===== src/hdl/cpfc_pkg.sv =====
// Package with the word types, codes and constants of the control packet frame checker.
`default_nettype none

package cpfc_pkg;

    // Field widths.
    localparam int unsigned ByteW  = 8;
    localparam int unsigned FlagW  = 16;
    localparam int unsigned ParamW = 16;
    localparam int unsigned AngleW = 32;
    localparam int unsigned IndexW = 4;
    localparam int unsigned KindW  = 2;
    localparam int unsigned StatW  = 2;
    localparam int unsigned RegIdxW = 2;

    // Packet lengths in bytes and the index at which the byte counter stops.
    localparam int unsigned VehicleLen = 8;
    localparam int unsigned GimbalLen  = 12;
    localparam int unsigned IndexSat   = 13;

    // Byte positions inside a packet.
    localparam logic [IndexW-1:0] IdxFlagLo     = 4'd0;
    localparam logic [IndexW-1:0] IdxFlagHi     = 4'd1;
    localparam logic [IndexW-1:0] IdxCommand    = 4'd2;
    localparam logic [IndexW-1:0] IdxWordAFirst = 4'd3;
    localparam logic [IndexW-1:0] IdxWordALast  = 4'd6;
    localparam logic [IndexW-1:0] IdxWordBFirst = 4'd7;
    localparam logic [IndexW-1:0] IdxWordBLast  = 4'd10;
    localparam logic [IndexW-1:0] IdxVehicleEnd = IndexW'(VehicleLen - 1);
    localparam logic [IndexW-1:0] IdxGimbalEnd  = IndexW'(GimbalLen - 1);
    localparam logic [IndexW-1:0] IdxSat        = IndexW'(IndexSat);

    // Packet kind codes.
    localparam logic [KindW-1:0] KindPlain   = 2'd0;
    localparam logic [KindW-1:0] KindVehicle = 2'd1;
    localparam logic [KindW-1:0] KindGimbal  = 2'd2;

    // Parse status codes.
    localparam logic [StatW-1:0] StatOk       = 2'd0;
    localparam logic [StatW-1:0] StatBadLen   = 2'd1;
    localparam logic [StatW-1:0] StatBadCheck = 2'd2;

    // Configuration register indexes.
    localparam logic [RegIdxW-1:0] RegVehicleFlag = 2'd0;
    localparam logic [RegIdxW-1:0] RegGimbalFlag  = 2'd1;

    // Input word: one packet byte.
    typedef struct packed {
        logic [ByteW-1:0] rx_byte;
        logic             final_byte;
    } in_word_t;

    // Output word: one parsed packet.
    typedef struct packed {
        logic [KindW-1:0]  packet_kind;
        logic [StatW-1:0]  parse_status;
        logic [ByteW-1:0]  command_code;
        logic [ParamW-1:0] first_param;
        logic [ParamW-1:0] second_param;
        logic [AngleW-1:0] pitch_word;
        logic [AngleW-1:0] yaw_word;
    } out_word_t;

endpackage

`default_nettype wire


===== src/hdl/control_packet_frame_checker_core.sv =====
// Timing: the result word of a packet is registered in the cycle its final byte is accepted
// and is shown in the following cycle. Throughput: one byte per cycle; any byte, final or not, stalls
// while the previous result word is still held and not taken.
// Reset: asynchronous, active low; clears both start flags, the byte counter, the checksum
// and the result valid. Flag writes take effect at once and keep the packet state.
// Top level of the control packet frame checker.
`default_nettype none

module control_packet_frame_checker_core (
    input  wire logic                            clk,
    input  wire logic                            rst_n,
    input  wire logic                            in_valid,
    output logic                                 in_ready,
    input  wire cpfc_pkg::in_word_t              in_data,
    output logic                                 out_valid,
    input  wire logic                            out_ready,
    output cpfc_pkg::out_word_t                  out_data,
    input  wire logic                            cfg_we,
    input  wire logic [cpfc_pkg::RegIdxW-1:0]    cfg_index,
    input  wire logic [cpfc_pkg::FlagW-1:0]      cfg_data
);
    import cpfc_pkg::*;

    // Configuration and packet state.
    logic [FlagW-1:0]  vehicle_flag_reg;
    logic [FlagW-1:0]  gimbal_flag_reg;
    logic [IndexW-1:0] byte_index_reg;
    logic [IndexW-1:0] byte_index_next;
    logic [ByteW-1:0]  running_sum_reg;
    logic [ByteW-1:0]  running_sum_next;
    logic [FlagW-1:0]  flag_bytes_reg;
    logic [FlagW-1:0]  flag_bytes_next;
    logic [ByteW-1:0]  command_reg;
    logic [AngleW-1:0] word_a_reg;
    logic [AngleW-1:0] word_b_reg;
    logic              out_valid_reg;
    out_word_t         out_data_reg;
    out_word_t         out_data_next;

    logic              in_fire;
    logic              out_fire;
    logic [1:0]        lane;
    logic [KindW-1:0]  kind;

    assign in_ready  = !out_valid_reg || out_ready;
    assign in_fire   = in_valid && in_ready;
    assign out_fire  = out_valid_reg && out_ready;
    assign out_valid = out_valid_reg;
    assign out_data  = out_data_reg;

    // Byte lane inside word A or word B for the current index.
    assign lane = byte_index_reg[1:0] + 2'd1;

    // Start flag including the byte now arriving, counter and checksum updates.
    always_comb
    begin
        flag_bytes_next = flag_bytes_reg;
        if (byte_index_reg == IdxFlagLo)
        begin
            flag_bytes_next[7:0] = in_data.rx_byte;
        end
        else if (byte_index_reg == IdxFlagHi)
        begin
            flag_bytes_next[15:8] = in_data.rx_byte;
        end

        if (in_data.final_byte)
        begin
            byte_index_next  = '0;
            running_sum_next = '0;
        end
        else
        begin
            byte_index_next  = (byte_index_reg < IdxSat) ? byte_index_reg + 4'd1
                                                         : byte_index_reg;
            running_sum_next = (byte_index_reg >= IdxCommand)
                             ? running_sum_reg + in_data.rx_byte : running_sum_reg;
        end
    end

    // Classify the packet and build the result word on the final byte.
    always_comb
    begin
        kind = KindPlain;
        if (byte_index_reg != IdxFlagLo)
        begin
            if (flag_bytes_next == vehicle_flag_reg)
            begin
                kind = KindVehicle;
            end
            else if (flag_bytes_next == gimbal_flag_reg)
            begin
                kind = KindGimbal;
            end
        end

        out_data_next              = '0;
        out_data_next.packet_kind  = kind;
        case (kind)
            KindVehicle:
            begin
                if (byte_index_reg != IdxVehicleEnd)
                begin
                    out_data_next.parse_status = StatBadLen;
                end
                else
                begin
                    out_data_next.parse_status = (running_sum_reg == in_data.rx_byte)
                                               ? StatOk : StatBadCheck;
                    out_data_next.command_code = command_reg;
                    out_data_next.first_param  = word_a_reg[15:0];
                    out_data_next.second_param = word_a_reg[31:16];
                end
            end
            KindGimbal:
            begin
                if (byte_index_reg != IdxGimbalEnd)
                begin
                    out_data_next.parse_status = StatBadLen;
                end
                else
                begin
                    out_data_next.parse_status = (running_sum_reg == in_data.rx_byte)
                                               ? StatOk : StatBadCheck;
                    out_data_next.command_code = command_reg;
                    out_data_next.pitch_word   = word_a_reg;
                    out_data_next.yaw_word     = word_b_reg;
                end
            end
            default:
            begin
                out_data_next.parse_status = StatOk;
            end
        endcase
    end

    // Control state: flags, counter, checksum and result valid.
    always_ff @(posedge clk or negedge rst_n)
    begin
        if (!rst_n)
        begin
            vehicle_flag_reg <= '0;
            gimbal_flag_reg  <= '0;
            byte_index_reg   <= '0;
            running_sum_reg  <= '0;
            out_valid_reg    <= 1'b0;
        end
        else
        begin
            if (cfg_we)
            begin
                case (cfg_index)
                    RegVehicleFlag: vehicle_flag_reg <= cfg_data;
                    RegGimbalFlag:  gimbal_flag_reg  <= cfg_data;
                    default:        ;
                endcase
            end
            if (in_fire)
            begin
                byte_index_reg  <= byte_index_next;
                running_sum_reg <= running_sum_next;
            end
            if (in_fire && in_data.final_byte)
            begin
                out_valid_reg <= 1'b1;
            end
            else if (out_fire)
            begin
                out_valid_reg <= 1'b0;
            end
        end
    end

    // Captured packet bytes and the result word.
    always_ff @(posedge clk)
    begin
        if (in_fire)
        begin
            flag_bytes_reg <= flag_bytes_next;
            case (byte_index_reg) inside
                IdxCommand:
                begin
                    command_reg <= in_data.rx_byte;
                end
                [IdxWordAFirst:IdxWordALast]:
                begin
                    word_a_reg[8*lane +: 8] <= in_data.rx_byte;
                end
                [IdxWordBFirst:IdxWordBLast]:
                begin
                    word_b_reg[8*lane +: 8] <= in_data.rx_byte;
                end
                default:
                begin
                end
            endcase
            if (in_data.final_byte)
            begin
                out_data_reg <= out_data_next;
            end
        end
    end

`ifndef SYNTHESIS
    // The byte counter never runs past its saturation point.
    assert property (@(posedge clk) disable iff (!rst_n) byte_index_reg <= IdxSat)
        else $error("byte counter past saturation");

    // A final byte leaves the counter and checksum cleared for the next packet.
    assert property (@(posedge clk) disable iff (!rst_n)
        in_fire && in_data.final_byte |=> byte_index_reg == '0 && running_sum_reg == '0)
        else $error("packet state not cleared after final byte");

    // A new result appears only after a final byte was accepted.
    assert property (@(posedge clk) disable iff (!rst_n)
        $rose(out_valid_reg) |-> $past(in_fire && in_data.final_byte))
        else $error("result without final byte");

    // Plain commands always report status ok and no command.
    assert property (@(posedge clk) disable iff (!rst_n)
        out_valid_reg && out_data_reg.packet_kind == KindPlain
        |-> out_data_reg.parse_status == StatOk && out_data_reg.command_code == '0)
        else $error("plain command with nonzero fields");
`endif

endmodule

`default_nettype wire

===== config.mk =====
export PLATFORM = sky130hd
export DESIGN_NAME = control_packet_frame_checker_core
export DESIGN_NICKNAME = d
export VERILOG_FILES = /design/src/hdl/cpfc_pkg.sv /design/src/hdl/control_packet_frame_checker_core.sv
export SDC_FILE = /design/constraint.sdc
export NUM_CORES = 1
export LEC_CHECK = 0
export CAP_MARGIN = 10
export CORE_MARGIN = 2
export CORE_UTILIZATION = 55
export DETAILED_ROUTE_END_ITERATION = 8
export DONT_BUFFER_PORTS = 1
export GPL_ROUTABILITY_DRIVEN = 0
export PLACE_DENSITY_LB_ADDON = 0.2
export SLEW_MARGIN = 15
export SYNTH_ARGS = -nofsm -noshare
export SYNTH_HDL_FRONTEND = slang
export SYNTH_SLANG_ARGS = --single-unit

===== constraint.sdc =====
create_clock -name clk -period 3.8 [get_ports clk]
set_input_delay 0.57 -clock clk [delete_from_list [all_inputs] [get_ports clk]]
set_output_delay 0.57 -clock clk [all_outputs]
set_load 0.05 [all_outputs]

# --- Word level (Yosys, flattened, before mapping) ---
# Cells that the tools add are included.
totals:
  regBits: 241
  inputBits: 32
  word_cells: 86
  output_inout_bits: 110
op_classes:
  add_sub_neg: 4
  reduce_logical: 23
  n_shift: 2
  magnitude_cmp: 6
  n_mux: 21
  eq_ne: 10
  bitwise_logic: 4
op_table:
  columns: ["operator", "n"]
  rows:
  - ["32-bit bitwise mux", 2]
  - ["8-bit 2-to-1 mux", 6]
  - ["40-bit 2-to-1 mux", 1]
  - ["5-bit negator with 34-bit output", 1]
  - ["8-bit by 34-bit variable shift with 32-bit output (first input constant)", 1]
  - ["8-bit by 34-bit variable part select with 32-bit output", 1]
  - ["16-bit == test", 2]
  - ["8-bit case mux with 2 select lines", 1]
  - ["2-bit 2-to-1 mux", 6]
  - ["2-bit AND reduction", 6]
  - ["8-bit adder", 1]
  - ["8-bit == test", 1]
  - ["4-bit by 2-bit >= comparator with 1-bit output (second input constant)", 2]
  - ["4-bit 2-to-1 mux", 2]
  - ["2-bit nonzero test", 3]
  - ["1-bit logical AND", 5]
  - ["4-bit by 1-bit adder with 4-bit output (second input constant)", 1]
  - ["2-bit by 1-bit == test with 1-bit output (second input constant)", 2]
  - ["4-bit by 1-bit == test with 1-bit output (second input constant)", 1]
  - ["4-bit by 2-bit == test with 1-bit output (second input constant)", 1]
  - ["4-bit by 3-bit >= comparator with 1-bit output (second input constant)", 1]
  - ["4-bit by 3-bit less-or-equal comparator with 1-bit output (second input constant)", 1]
  - ["4-bit less-or-equal comparator (second input constant)", 1]
  - ["4-bit zero test", 1]
  - ["other kinds (15)", 20]

# --- Depth between registers and ports, before layout ---
depth:
  word_depth: 10
  ltp_mapped: 12
  depth_no_buf: 9

# --- Worst setup path after synthesis ---
# No wires, ideal clock.
synth_path:
  path_kind: "flip-flop to flip-flop"
  start: "reg out_valid_reg (netlist: out_valid)"
  end: "reg out_data_reg (netlist bit out_data[0]) (enable)"
  arrival_ns: 4.131
  n_path_buf: 1
  path_slack_ns: -0.792
  setup_time_ns: 0.461
  period_less_slack_ns: 4.592
  path_stages_with_launch: 6
  path_cell_list: "dfrtp_1 -> nand2b_1 -> and2_1 -> clkbuf_1 -> nand2_1 -> inv_1"
synth_between:
  elab_chain_len: 4
synth_lines:
  columns: ["element", "line_no", "text"]
  rows:
  - ["start: declaration", "control_packet_frame_checker_core.sv:36", "logic out_valid_reg;"]
  - ["start signal: assignment", "control_packet_frame_checker_core.sv:146", "out_valid_reg <= 1'b0;"]
  - ["start signal: assignment", "control_packet_frame_checker_core.sv:165", "out_valid_reg <= 1'b1;"]
  - ["start signal: assignment", "control_packet_frame_checker_core.sv:169", "out_valid_reg <= 1'b0;"]
  - ["1-bit zero test", "control_packet_frame_checker_core.sv:45", "assign in_ready = !out_valid_reg || out_ready;"]
  - ["1-bit logical OR", "control_packet_frame_checker_core.sv:45", null]
  - ["named net in_ready", "control_packet_frame_checker_core.sv:13", "output logic in_ready,"]
  - ["1-bit logical AND", "control_packet_frame_checker_core.sv:46", "assign in_fire = in_valid && in_ready;"]
  - ["named net in_fire", "control_packet_frame_checker_core.sv:40", "logic in_fire;"]
  - ["2-bit AND reduction (no source line)", null, null]
  - ["end signal: assignment", "control_packet_frame_checker_core.sv:199", "out_data_reg <= out_data_next;"]
  - ["end: declaration", "control_packet_frame_checker_core.sv:37", "out_word_t out_data_reg;"]
# The timed path passes the listed nets, and every way through them passes these cells.
# A chain may end at the register's enable or synchronous reset.

# --- Worst setup path in the final report ---
layout_path:
  start: "reg byte_index_reg[0]"
  end: "reg out_data_reg (netlist bit out_data[60]) (data pin)"
layout_between:
  elab_chain_len: 10
layout_lines:
  columns: ["element", "line_no", "text"]
  rows:
  - ["start: declaration", "control_packet_frame_checker_core.sv:27", "logic [IndexW-1:0] byte_index_reg;"]
  - ["start signal: assignment", "control_packet_frame_checker_core.sv:160", "byte_index_reg <= byte_index_next;"]
  - ["4-bit by 1-bit == test with 1-bit output", "control_packet_frame_checker_core.sv:62", "else if (byte_index_reg == IdxFlagHi)"]
  - ["8-bit 2-to-1 mux", "control_packet_frame_checker_core.sv:62", null]
  - ["8-bit 2-to-1 mux *", "control_packet_frame_checker_core.sv:58", "if (byte_index_reg == IdxFlagLo)"]
  - ["named net flag_bytes_next[14]", "control_packet_frame_checker_core.sv:32", "logic [FlagW-1:0] flag_bytes_next;"]
  - ["16-bit == test", "control_packet_frame_checker_core.sv:91", "else if (flag_bytes_next == gimbal_flag_reg)"]
  - ["2-bit 2-to-1 mux", "control_packet_frame_checker_core.sv:91", null]
  - ["2-bit 2-to-1 mux *", "control_packet_frame_checker_core.sv:87", "if (flag_bytes_next == vehicle_flag_reg)"]
  - ["2-bit 2-to-1 mux *", "control_packet_frame_checker_core.sv:85", "if (byte_index_reg != IdxFlagLo)"]
  - ["2-bit == test *", "control_packet_frame_checker_core.sv:99", "case (kind)"]
  - ["1-bit inverter (no source line) *", null, null]
  - ["2-bit OR reduction (no source line) *", null, null]
# The timed path passes the listed nets; every way through them passes the cells marked *.

==> results.py <==
metrics = {
    "outcome": {
        "status": "finished, final reports clean",
    },
    "power": {
        "ir_worst_vdd_mv": 0.4584,
        "power_density_nw_per_um2": 569.1,
        "p_total_mw": 6.300,
        "power_leakage_nw": 4.124,
    },
    "placed_design": {
        "port_buffers": 0,
        "hpwl_microns": 13430,
        "place_ws_ps": 257.9,
        "dp.cells": 915,
    },
    "clocking": {
        "path_clk_slew_ps": 60,
        "insertion_delay_ps": 520,
        "cts_max_path_buffers": 3,
        "root_buffer": "clkbuf_16",
        "clock_sinks": 241,
        "tritoncts": "done",
        "htreeDepth": 1,
        "post_cts_buffers": 0,
        "cts_buffers": 24,
    },
    "drt": {
        "drt_iter0_markers": 434,
        "wirelength_microns": 19800,
        "drt.antenna.violating_nets": 0,
        "drc": 0,
        "wl_per_cell_microns": 20.65,
        "via_per_inst": 5.723,
        "drt_pass1_iterations": 5,
        "vias": 5488,
    },
    "yosys": {
        "ys_ff_latch": 241,
        "synth_area_sq_um": 10080,
        "syn_area_per_cell_sq_um": 14.27,
        "synth_edf_count": 196,
        "yosys.area.top_type": "edfxtp_1",
        "synth_top_flop_cell": "edfxtp_1",
        "synth_most_common_cell": "edfxtp_1",
        "yosys.cell_types.count": 62,
        "synthTopCellsByArea": "edfxtp_1 58%, dfrtp_1 11%, and2_1 6.8%",
        "syn-num-nets": 752,
        "synth.yosys.warnings": 0,
        "synth.top_cell.area_share_pct": 58.41,
        "ys_seq_area_share_pct": 69.59,
        "synthCells": 706,
        "async_flop_share_pct": 18.67,
        "synthTopCellsByCount": "196 x edfxtp_1, 109 x and2_1, 45 x dfrtp_1",
    },
    "sta": {
        "fmax_mhz": 281.7,
        "hold-worst-slack_ps": 140.7,
        "relSlewSlack_pct": 45.35,
        "finalCritPeriodShare_pct": 93.40,
        "hold_viol_final": 0,
        "setup_ws_ps": 250.7,
        "finalSetupViolCount": 0,
        "worst_clock_skew_ps": 9.793,
        "worst_pin_slew_ps": 817.3,
        "layout_min_cycle_time_ps": 3549,
        "finalMaxSlewViolations": 0,
        "fin_tns_setup_ps": 0,
        "rsz0062_at_grt": "no",
    },
    "critical_path": {
        "cp.arrival_ps": 3930,
        "critPathKind": "reg2reg",
        "cp_data_required_time_ps": 4180,
        "critPathMaxFanout": 73,
        "end_kind": "flop",
        "crit_path_start_kind": "flop",
    },
    "die": {
        "start_util_pct": 56.09,
        "fp-row-count": 49,
        "io_pins": 142,
        "fp.dieH_microns": 139.4,
        "die_x_microns": 139.4,
        "core_sq_um": 17960,
        "die-area_sq_um": 19420,
    },
    "grt": {
        "gr-total-overflow": 0,
        "grt_pass1_wl_microns": 31010,
        "antenna_found_initial": 0,
        "track_usage_pct": 20.30,
        "grt_pass1_vias": 5459,
        "grt_max_degree": 77,
    },
    "layout": {
        "n_antenna_cell": 0,
        "largest_reg_flops": 108,
        "drive_above_1_share_pct": 11.78,
        "fin_nets": 760,
        "fin_cells": 959,
        "area_delta_synth_final_pct": 9.860,
    },
    "hold_path": {
        "hp-class": "in2reg",
    },
    "job": {
        "maxCapViolations": 0,
    },
}
-- kinds of logic (layout without fill, tap and decap cells) --
logic type | count (synthesis) | after routing | share of synthesized area, %
adder cells (fa/ha/maj) | 14 | 14 | 1.813
AO/OA/AOI/OAI | 88 | 88 | 6.432
XOR/XNOR | 28 | 28 | 2.434
buffers and inverters | 61 | 85 | 2.633
multiplexers | 34 | 34 | 3.750
AND/OR/NAND/NOR | 240 | 240 | 13.35
flip-flops | 241 | 241 | 69.59
-- power breakdown --
| group | switching (mW) | leakage (nW) | internal (mW) | total, mW |
|---|---|---|---|---|
| registers | 0.293 | 2.41 | 3.08 | 3.37 |
| clock network | 0.934 | 0.339 | 1.19 | 2.13 |
| logic | 0.454 | 1.37 | 0.352 | 0.806 |
| total | 1.68 | 4.12 | 4.62 | 6.30 |
-- worst max-delay path: stages (launching register included) --
cell and delay, ps:
dfrtp_2 450, inv_1 130, ha_1 270, or4b_1 610, mux2i_1 170, a221oi_1 420, o2111ai_1 190, a2111o_1 460
nor3_4 220, buf_12 250, and2_1 190
-- cells in the final DEF, fill, tap and decap left out, types with 3 or more instances in the layout --
master,count
nor3_1,5
inv_1,30
nand3_1,7
edfxtp_1,196
a21o_1,4
clkbuf_1,10
mux2i_1,4
ha_1,13
nor3b_2,3
xor2_1,10
nor2_1,34
xnor2_1,18
or2_2,4
and2_1,109
o21a_1,8
o41ai_1,3
clkinv_1,3
dfrtp_1,44
o21ai_0,26
mux2_2,30
a222oi_1,5
nand2_1,38
a22o_1,4
a21oi_1,4
a2111oi_0,4
nand2b_1,13
o211ai_1,3
and3_1,8
clkbuf_16,24
o221ai_1,3
nor2b_1,6
buf_4,8
a221oi_1,3
-- metrics by stage --
stage | area [sq um] | utilization [%]
after floorplan | 10080 | -
after CTS | 11060 | 61.58
after detailed placement | 10320 | 57.48
after global placement | 10320 | 57.48
final | 11070 | 61.62
after global routing | 11070 | 61.62
-- what timing repair did --
item                                   4_1_cts  5_1_grt
endpoints found under the hold margin       45        0
hold buffers                                 2        0
gates resized for setup                      0        2
setup endpoints to repair                    0       95
-- path summary, 6_finish.rpt --
path	startpoint	to	slack, ps	cells past startpoint
max	byte_index_reg[0]	out_data[60]	250	10
min	in_data[0]	running_sum_reg[2]	140	1
max reg2reg	byte_index_reg[0]	out_data[60]	250	10
min reg2reg	running_sum_reg[6]	running_sum_reg[6]	490	2
max in group asynchronous	rst_n	byte_index_reg[0]	3030	2
min in group asynchronous	rst_n	gimbal_flag_reg[7]	550	2
-- area by class of cell --
class	instances	area, sq um
Tap cell	229	286.5
Clock inverter	7	47.55
Clock buffer	35	651.9
Fill cell	1360	6894
Multi-Input combinational cell	404	2813
Timing Repair Buffer	12	137.6
Sequential cell	241	7013
Inverter	31	120.1
-- per-layer routing --
| metal | routed length (microns) | GRT usage [%] | up-vias | share of wire (%) |
|---|---|---|---|---|
| met5 | 0 | 0 | - | 0 |
| met4 | 490 | 5.848 | 0 | 2.5 |
| met3 | 1094 | 4.026 | 38 | 5.5 |
| met2 | 9877 | 34.47 | 194 | 50 |
| met1 | 8342 | 26.86 | 2701 | 42 |
| li1 | - | - | 2555 | - |
(Power assumes the default switching activity.)
